<file path="src/rtl/core/art_pkg.sv">
// Shared types and constants for the acknowledgement retransmission table.
// Depends on nothing; the controller, datapath and top level import it.
`default_nettype none
package art_pkg;

  localparam int TABLE_DEPTH = 16;
  localparam int IDX_W = (TABLE_DEPTH > 1) ? $clog2(TABLE_DEPTH) : 1;
  localparam logic [15:0] RETRY_RESET = 16'd1000;

  typedef enum logic [2:0] {
    K_SEND      = 3'd0,
    K_ACK       = 3'd1,
    K_DROP_PEER = 3'd2,
    K_DROP_HDR  = 3'd3,
    K_RETRY     = 3'd4,
    K_BIND      = 3'd5
  } kind_t;

  typedef enum logic [1:0] {
    RK_TRANSMIT = 2'd0,
    RK_ACKED    = 2'd1,
    RK_FULL     = 2'd2,
    RK_DONE     = 2'd3
  } rkind_t;

  typedef enum logic [1:0] {
    ST_IDLE,
    ST_SCAN,
    ST_FULL,
    ST_DONE
  } state_t;

  typedef struct packed {
    logic             load;
    logic             scan_en;
    logic [IDX_W-1:0] idx;
    logic             emit_full;
    logic             emit_done;
  } cmd_t;

  typedef struct packed {
    logic is_send;
    logic free_hit;
  } status_t;

endpackage
`default_nettype wire

</file>
<file path="src/rtl/core/art_ctrl.sv">
// Controller state machine: walks the slot index and sequences result beats.
// Depends on art_pkg.
`default_nettype none
module art_ctrl (
  input  wire              clk,
  input  wire              rst,
  input  wire              start,
  output logic             busy,
  input  art_pkg::status_t status,
  output art_pkg::cmd_t    cmd
);
  import art_pkg::*;

  state_t           state, state_next;
  logic [IDX_W-1:0] idx, idx_next;

  always_ff @(posedge clk) begin
    if (rst) begin
      state <= ST_IDLE;
      idx   <= '0;
    end else begin
      state <= state_next;
      idx   <= idx_next;
    end
  end

  always_comb begin
    state_next    = state;
    idx_next      = idx;
    cmd.load      = 1'b0;
    cmd.scan_en   = 1'b0;
    cmd.idx       = idx;
    cmd.emit_full = 1'b0;
    cmd.emit_done = 1'b0;
    busy          = (state != ST_IDLE);
    case (state)
      ST_IDLE: begin
        if (start) begin
          cmd.load   = 1'b1;
          idx_next   = '0;
          state_next = ST_SCAN;
        end
      end
      ST_SCAN: begin
        cmd.scan_en = 1'b1;
        if (status.is_send && status.free_hit) begin
          state_next = ST_DONE;
        end else if (idx == IDX_W'(TABLE_DEPTH - 1)) begin
          state_next = status.is_send ? ST_FULL : ST_DONE;
        end else begin
          idx_next = idx + 1'b1;
        end
      end
      ST_FULL: begin
        cmd.emit_full = 1'b1;
        state_next    = ST_DONE;
      end
      ST_DONE: begin
        cmd.emit_done = 1'b1;
        state_next    = ST_IDLE;
      end
      default: state_next = ST_IDLE;
    endcase
  end

`ifndef SYNTHESIS
  a_accept_busy: assert property (@(posedge clk) disable iff (rst)
    (start && !busy) |=> busy) else $error("accepted beat did not raise busy");
  a_full_done: assert property (@(posedge clk) disable iff (rst)
    (state == ST_FULL) |=> (state == ST_DONE)) else $error("full not followed by done");
  a_done_idle: assert property (@(posedge clk) disable iff (rst)
    (state == ST_DONE) |=> (state == ST_IDLE)) else $error("done not followed by idle");
`endif
endmodule
`default_nettype wire

</file>
<file path="src/rtl/core/art_datapath.sv">
// Datapath: request latch, slot table, retry register and output register.
// Depends on art_pkg.
`default_nettype none
module art_datapath (
  input  wire               clk,
  input  wire               rst,
  input  art_pkg::cmd_t     cmd,
  output art_pkg::status_t  status,
  input  wire               retry_interval_we,
  input  wire  [15:0]       retry_interval,
  input  wire  [2:0]        kind,
  input  wire               bind_by_header,
  input  wire  [31:0]       peer_ip,
  input  wire  [15:0]       peer_port,
  input  wire  [31:0]       ack_id,
  input  wire  [15:0]       header,
  input  wire  [15:0]       packet_handle,
  input  wire  [7:0]        callback_tag,
  input  wire  [31:0]       now_time,
  output logic              result_strobe,
  output logic [1:0]        result_kind,
  output logic [31:0]       peer_ip_res,
  output logic [15:0]       peer_port_res,
  output logic [31:0]       ack_id_res,
  output logic [15:0]       packet_handle_res,
  output logic [7:0]        callback_tag_res,
  output logic              last
);
  import art_pkg::*;

  logic [15:0] interval;
  logic [2:0]  r_kind;
  logic        r_by_hdr;
  logic [31:0] r_ip, r_ack, r_now;
  logic [15:0] r_port, r_hdr, r_handle;
  logic [7:0]  r_tag;

  logic [TABLE_DEPTH-1:0] valid;
  logic [31:0] s_ip   [TABLE_DEPTH];
  logic [15:0] s_port [TABLE_DEPTH];
  logic [31:0] s_ack  [TABLE_DEPTH];
  logic [15:0] s_hdr  [TABLE_DEPTH];
  logic [15:0] s_hnd  [TABLE_DEPTH];
  logic [7:0]  s_tag  [TABLE_DEPTH];
  logic [31:0] s_last [TABLE_DEPTH];

  logic        v, peer_eq, age_hit;
  logic        do_send, do_ack, do_drop, do_retry, do_bind;
  logic [31:0] age;

  always_comb begin
    v        = valid[cmd.idx];
    peer_eq  = (s_ip[cmd.idx] == r_ip) && (s_port[cmd.idx] == r_port);
    age      = r_now - s_last[cmd.idx];
    age_hit  = age > {16'd0, interval};
    do_send  = cmd.scan_en && (r_kind == K_SEND) && !v;
    do_ack   = cmd.scan_en && (r_kind == K_ACK) && v && peer_eq &&
               (s_ack[cmd.idx] == r_ack);
    do_drop  = cmd.scan_en && v && peer_eq && ((r_kind == K_DROP_PEER) ||
               ((r_kind == K_DROP_HDR) && (s_hdr[cmd.idx] == r_hdr)));
    do_retry = cmd.scan_en && (r_kind == K_RETRY) && v && age_hit;
    do_bind  = cmd.scan_en && (r_kind == K_BIND) && v &&
               (r_by_hdr ? (s_hdr[cmd.idx] == r_hdr) : (s_ack[cmd.idx] == r_ack));
    status.is_send  = (r_kind == K_SEND);
    status.free_hit = !v;
  end

  always_ff @(posedge clk) begin
    if (rst) begin
      interval <= RETRY_RESET;
    end else if (retry_interval_we) begin
      interval <= retry_interval;
    end
  end

  always_ff @(posedge clk) begin
    if (cmd.load) begin
      r_kind   <= kind;
      r_by_hdr <= bind_by_header;
      r_ip     <= peer_ip;
      r_port   <= peer_port;
      r_ack    <= ack_id;
      r_hdr    <= header;
      r_handle <= packet_handle;
      r_tag    <= callback_tag;
      r_now    <= now_time;
    end
  end

  always_ff @(posedge clk) begin
    if (rst) begin
      valid <= '0;
    end else if (do_send) begin
      valid[cmd.idx] <= 1'b1;
    end else if (do_ack || do_drop) begin
      valid[cmd.idx] <= 1'b0;
    end
  end

  always_ff @(posedge clk) begin
    if (do_send) begin
      s_ip[cmd.idx]   <= r_ip;
      s_port[cmd.idx] <= r_port;
      s_ack[cmd.idx]  <= r_ack;
      s_hdr[cmd.idx]  <= r_hdr;
      s_hnd[cmd.idx]  <= r_handle;
    end
    if (do_send) begin
      s_tag[cmd.idx] <= 8'd0;
    end else if (do_bind) begin
      s_tag[cmd.idx] <= r_tag;
    end
    if (do_send || do_retry) begin
      s_last[cmd.idx] <= r_now;
    end
  end

  // Output register: one beat per cycle at most.
  always_ff @(posedge clk) begin
    if (rst) begin
      result_strobe <= 1'b0;
    end else begin
      result_strobe <= do_send || do_ack || do_retry || cmd.emit_full || cmd.emit_done;
    end
  end

  always_ff @(posedge clk) begin
    last <= cmd.emit_done;
    if (do_send || cmd.emit_full) begin
      result_kind       <= do_send ? RK_TRANSMIT : RK_FULL;
      peer_ip_res       <= r_ip;
      peer_port_res     <= r_port;
      ack_id_res        <= r_ack;
      packet_handle_res <= r_handle;
      callback_tag_res  <= 8'd0;
    end else if (do_ack || do_retry) begin
      result_kind       <= do_ack ? RK_ACKED : RK_TRANSMIT;
      peer_ip_res       <= s_ip[cmd.idx];
      peer_port_res     <= s_port[cmd.idx];
      ack_id_res        <= s_ack[cmd.idx];
      packet_handle_res <= s_hnd[cmd.idx];
      callback_tag_res  <= do_ack ? s_tag[cmd.idx] : 8'd0;
    end else begin
      result_kind       <= RK_DONE;
      peer_ip_res       <= 32'd0;
      peer_port_res     <= 16'd0;
      ack_id_res        <= 32'd0;
      packet_handle_res <= 16'd0;
      callback_tag_res  <= 8'd0;
    end
  end
endmodule
`default_nettype wire

</file>
<file path="src/rtl/core/ack_retransmit_table_unit.sv">
// Busy stays high from the accepting edge through the done state; one slot a cycle.
// A send stops at the first free slot (a full table adds a rejection beat); other kinds walk
// every slot, and a done beat always closes the item.
// Results leave a registered output in the cycle after the slot is examined; start is taken again
// in the idle cycle after the done state, so a new item is accepted only once the last is done.
// The receiver cannot stall; reset (rst, synchronous) empties the table, retry interval 1000.
`default_nettype none
module ack_retransmit_table_unit (
  input  wire         clk,
  input  wire         rst,
  input  wire         start,
  output logic        busy,
  input  wire         retry_interval_we,
  input  wire  [15:0] retry_interval,
  input  wire  [2:0]  kind,
  input  wire         bind_by_header,
  input  wire  [31:0] peer_ip,
  input  wire  [15:0] peer_port,
  input  wire  [31:0] ack_id,
  input  wire  [15:0] header,
  input  wire  [15:0] packet_handle,
  input  wire  [7:0]  callback_tag,
  input  wire  [31:0] now_time,
  output logic        result_strobe,
  output logic [1:0]  result_kind,
  output logic [31:0] peer_ip_res,
  output logic [15:0] peer_port_res,
  output logic [31:0] ack_id_res,
  output logic [15:0] packet_handle_res,
  output logic [7:0]  callback_tag_res,
  output logic        last
);
  import art_pkg::*;

  // The controller and datapath exchange only a command word and a status word.
  cmd_t    cmd;
  status_t status;

  art_ctrl u_ctrl (
    .clk    (clk),
    .rst    (rst),
    .start  (start),
    .busy   (busy),
    .status (status),
    .cmd    (cmd)
  );

  art_datapath u_dp (
    .clk               (clk),
    .rst               (rst),
    .cmd               (cmd),
    .status            (status),
    .retry_interval_we (retry_interval_we),
    .retry_interval    (retry_interval),
    .kind              (kind),
    .bind_by_header    (bind_by_header),
    .peer_ip           (peer_ip),
    .peer_port         (peer_port),
    .ack_id            (ack_id),
    .header            (header),
    .packet_handle     (packet_handle),
    .callback_tag      (callback_tag),
    .now_time          (now_time),
    .result_strobe     (result_strobe),
    .result_kind       (result_kind),
    .peer_ip_res       (peer_ip_res),
    .peer_port_res     (peer_port_res),
    .ack_id_res        (ack_id_res),
    .packet_handle_res (packet_handle_res),
    .callback_tag_res  (callback_tag_res),
    .last              (last)
  );
endmodule
`default_nettype wire

</file>
<file path="config.mk">
export PLATFORM = sky130hd
export DESIGN_NAME = ack_retransmit_table_unit
export DESIGN_NICKNAME = d
export VERILOG_FILES = /design/src/rtl/core/art_pkg.sv /design/src/rtl/core/art_ctrl.sv /design/src/rtl/core/art_datapath.sv /design/src/rtl/core/ack_retransmit_table_unit.sv
export SDC_FILE = /design/constraint.sdc
export NUM_CORES = 2
export LEC_CHECK = 0
export BUFFER_PORTS_ARGS = -buffer_cell sky130_fd_sc_hd__buf_2
export CORE_UTILIZATION = 58
export DETAILED_ROUTE_END_ITERATION = 10
export PLACE_DENSITY_LB_ADDON = 0.05
export REMOVE_ABC_BUFFERS = 1
export SLEW_MARGIN = 10
export SYNTH_ARGS = -nofsm -noshare
export SYNTH_HDL_FRONTEND = slang
export SYNTH_SLANG_ARGS = --single-unit
export TNS_END_PERCENT = 5
</file>
<file path="constraint.sdc">
create_clock -name clk -period 17.92 [get_ports clk]
set_input_delay 0 -clock clk [delete_from_list [all_inputs] [get_ports clk]]
set_output_delay 0 -clock clk [all_outputs]
set_load 0.05 [all_outputs]
</file>
==> flow_summary.ini <==
[timing]
setup_viol = 0
rsz0062_at_grt = false
finalCritPeriodShare_pct = 54.4
max_clock_freq_ghz = 0.103
hold_viol = 0
max-slew-margin-rel_pct = 19.4
finalSetupTns_ps = 0
whs_ps = 165
finalWorstSetupSlack_ps = 8170
fin_crit_ps = 9750
drv_slew = 0
fin_worst_skew_ps = 51.3
worst_pin_slew_ps = 1210

[routing]
dr.pass1.iters = 6
drtIter0Drc = 6468
drcViolationCount = 0
wirelength_microns = 280000
post_drt_wl_per_cell_microns = 31.0
drt-vias-per-instance = 6.39
detail-route-antenna-nets = 0
num_vias = 57773

[global_routing]
antenna_found_initial = 6
use_met2_pct = 47.4
first_global_vias = 58353
met1_usage_pct = 42.7
grt_max_degree = 115
grt-ovfl-total = 0
track_usage_pct = 29.7
busiest_layer = met2
grt_pass1_wl_microns = 405000
use_met3_pct = 4.13

[cts]
clkSinkCount = 2738
clk_pin_slew_worst_paths_ps = 60
htree_levels = 5
cts_tree = yes
cts_hold_buf = 379
cts_setup_buffers = 0
worst_skew_pair.late_latency_ps = 940
cts_made_buffers = 290
root_buffer = clkbuf_16
cts_resized = 0
cts_buffer_depth = 4

[synthesis]
yosysUniqueCellTypes = 86
syn_avg_cell_area_sq_um = 19.4
synth_edf_count = 2588
synth_commonest_cells = 2588 x edfxtp_1, 575 x mux4_2, 316 x mux2i_1
yosys.area.top_type_share_pct = 71.5
netlist_area_sq_mm = 0.109
syn_inst = 5597
synth_seq_area_share_pct = 74.3
async_flop_share_pct = 0
synth_seq_cells = 2738
synth_most_common_cell = edfxtp_1
ys_warn_count = 0
synth_top_area_cell = edfxtp_1
synth_ff_type = edfxtp_1
synthTopCellsByArea = edfxtp_1 72%, mux4_2 12%, mux2i_1 2.9%, dfxtp_1 2.8%, nand2_1 1.1%

[power]
vdd_drop_max_uv = 102
cellPowerDensity_mw_per_mm2 = 131
p_leak_nw = 40.3

[die]
die_w_microns = 435
fp.dieH_microns = 435
io-pin-count = 285
core_sq_mm = 0.186
rows = 158
start_util_pct = 58.5
die_area_sq_mm = 0.189

[finish]
nets = 6587
finalInstanceArea_sq_mm = 0.125
drive_gt1_share_pct = 21.8
final.fill_count = 12140
syn_to_final_growth_pct = 15.4

[worst_hold_path]
hold_end = u_dp.interval[7]
worstHoldStart = retry_interval_we
min_delay_path_depth = 3
min_path_type = input pin to register

[critical_path]
worst-r2r-cell-count = 24
path_buf_inv = 3
cp.arrival_ps = 10250
critical-path-top-delay-family = compound AO/OA/AOI/OAI gates
start_kind = register
required_ps = 18430
r2r_slack_ps = 8170
crit_chain = buf_12, buf_4, inv_2, nand2_1, nand3_1, o21ai_0, ha_1, a21oi_1, nand2_1, o21ai_0, o21bai_1, a21oi_1, xnor2_1, ha_1, nand4_1, nor2_1, a221o_1, o31a_1, a2111oi_0, o221ai_1, nor4_1, nand4_1, a21oi_4, nor2_4
crit_slowest_cell = a21oi_4
critPathCaptureType = register
slowest_delay_ps = 1190
crit_type = register to register
r2r-end = u_dp.s_last[14][28]
crit_fanout = 114

[outcome]
outcome = finished, final reports clean

[placed_design]
dp_hpwl_microns = 150000
io_buffers = 284
place_area_sq_mm = 0.113
pre_cts_slack_ps = 8090
gpl.final_weighted_congestion = 0.861

[run]
drv_cap = 0
-- worst min-delay path: stages --
cell           delay (ps)
buf_2                 270
o211ai_1              230
dlygate4sd3_1         540
-- how the worst max path moves through the flow --
stage | to | slack, ps | depth (start not counted)
final | u_dp.s_last[14][28] | 8170 | 24
after global routing | u_dp.s_last[7][29] | 7440 | 24
after CTS | u_dp.s_last[14][28] | 8030 | 24
after detailed placement | u_dp.s_last[15][26] | 8090 | 24
after global placement | u_dp.s_last[15][19] | 8130 | 24
after floorplan | u_dp.result_strobe | -11590 | 10
-- state kept, by name (all words and copies together), names as in the netlist, 128 cells and up, named ones only --
register     flops
u_dp.s_hdr     256
u_dp.s_last    512
u_dp.s_port    256
u_dp.s_ip      512
u_dp.s_ack     512
u_dp.s_hnd     256
u_dp.s_tag     128
-- stage by stage --
stage	cells	utilization [%]	total power, mW
after floorplan	5309	-	10.3
after global placement	8162	60.7	10.8
after detailed placement	8162	60.7	10.8
after CTS	9035	67.5	16.5
after global routing	9036	67.5	16.9
final	9038	67.5	16.4
-- placed cells by master (no fill, tap or decap), types with 45 or more instances in the layout --
cell and instances:
xnor2_1 81, clkbuf_1 66, nor3_1 45, clkinv_1 47, mux2i_1 316, buf_2 284, a22oi_1 50, clkbuf_16 294
xor2_1 75, a21oi_1 157, buf_4 71, edfxtp_1 2588, nand3_1 47, ha_1 57, dfxtp_1 145, nor2_1 187
dlygate4sd3_1 379, o21ai_0 83, mux4_2 575, inv_1 71, nand2_1 307
-- cell families after synthesis --
logic type      count (synthesis)  share of synthesized area, %
simple gates                  813                          3.49
flops                        2738                          74.3
compound gates                552                          3.38
mux                           916                          15.1
xor+xnor                      156                          1.26
fa+ha+maj                      58                         0.675
buf+inv                       364                          1.79
-- where the power goes --
part / switching, mW / total, mW / internal (mW)
Clock: 2.37 / 5.66 / 3.29
Combinational: 1.73 / 2.74 / 1.01
Sequential: 0.471 / 8.00 / 7.53
Total: 4.57 / 16.4 / 11.8
-- layer usage --
| layer | wire length (microns) | part of all wire [%] | up-vias |
|---|---|---|---|
| li1 | - | - | 24244 |
| met1 | 115000 | 41 | 30567 |
| met2 | 136000 | 49 | 2455 |
| met3 | 19400 | 6.9 | 505 |
| met4 | 9310 | 3.3 | 2 |
| met5 | 8 | 0.0029 | - |
-- final cells by class --
cell class	count	area [sq um]	share of cell area (%)
sequential	2738	80700	64.4
multi-input combinational	2495	26300	20.9
clock buffer	375	7810	6.23
timing repair buffer	752	6110	4.87
tap	2480	3100	2.48
clock inverter	119	1010	0.803
inverter	76	308	0.246
antenna	3	7.51	0.00599
Note: power is estimated with default switching activity, not from simulation.
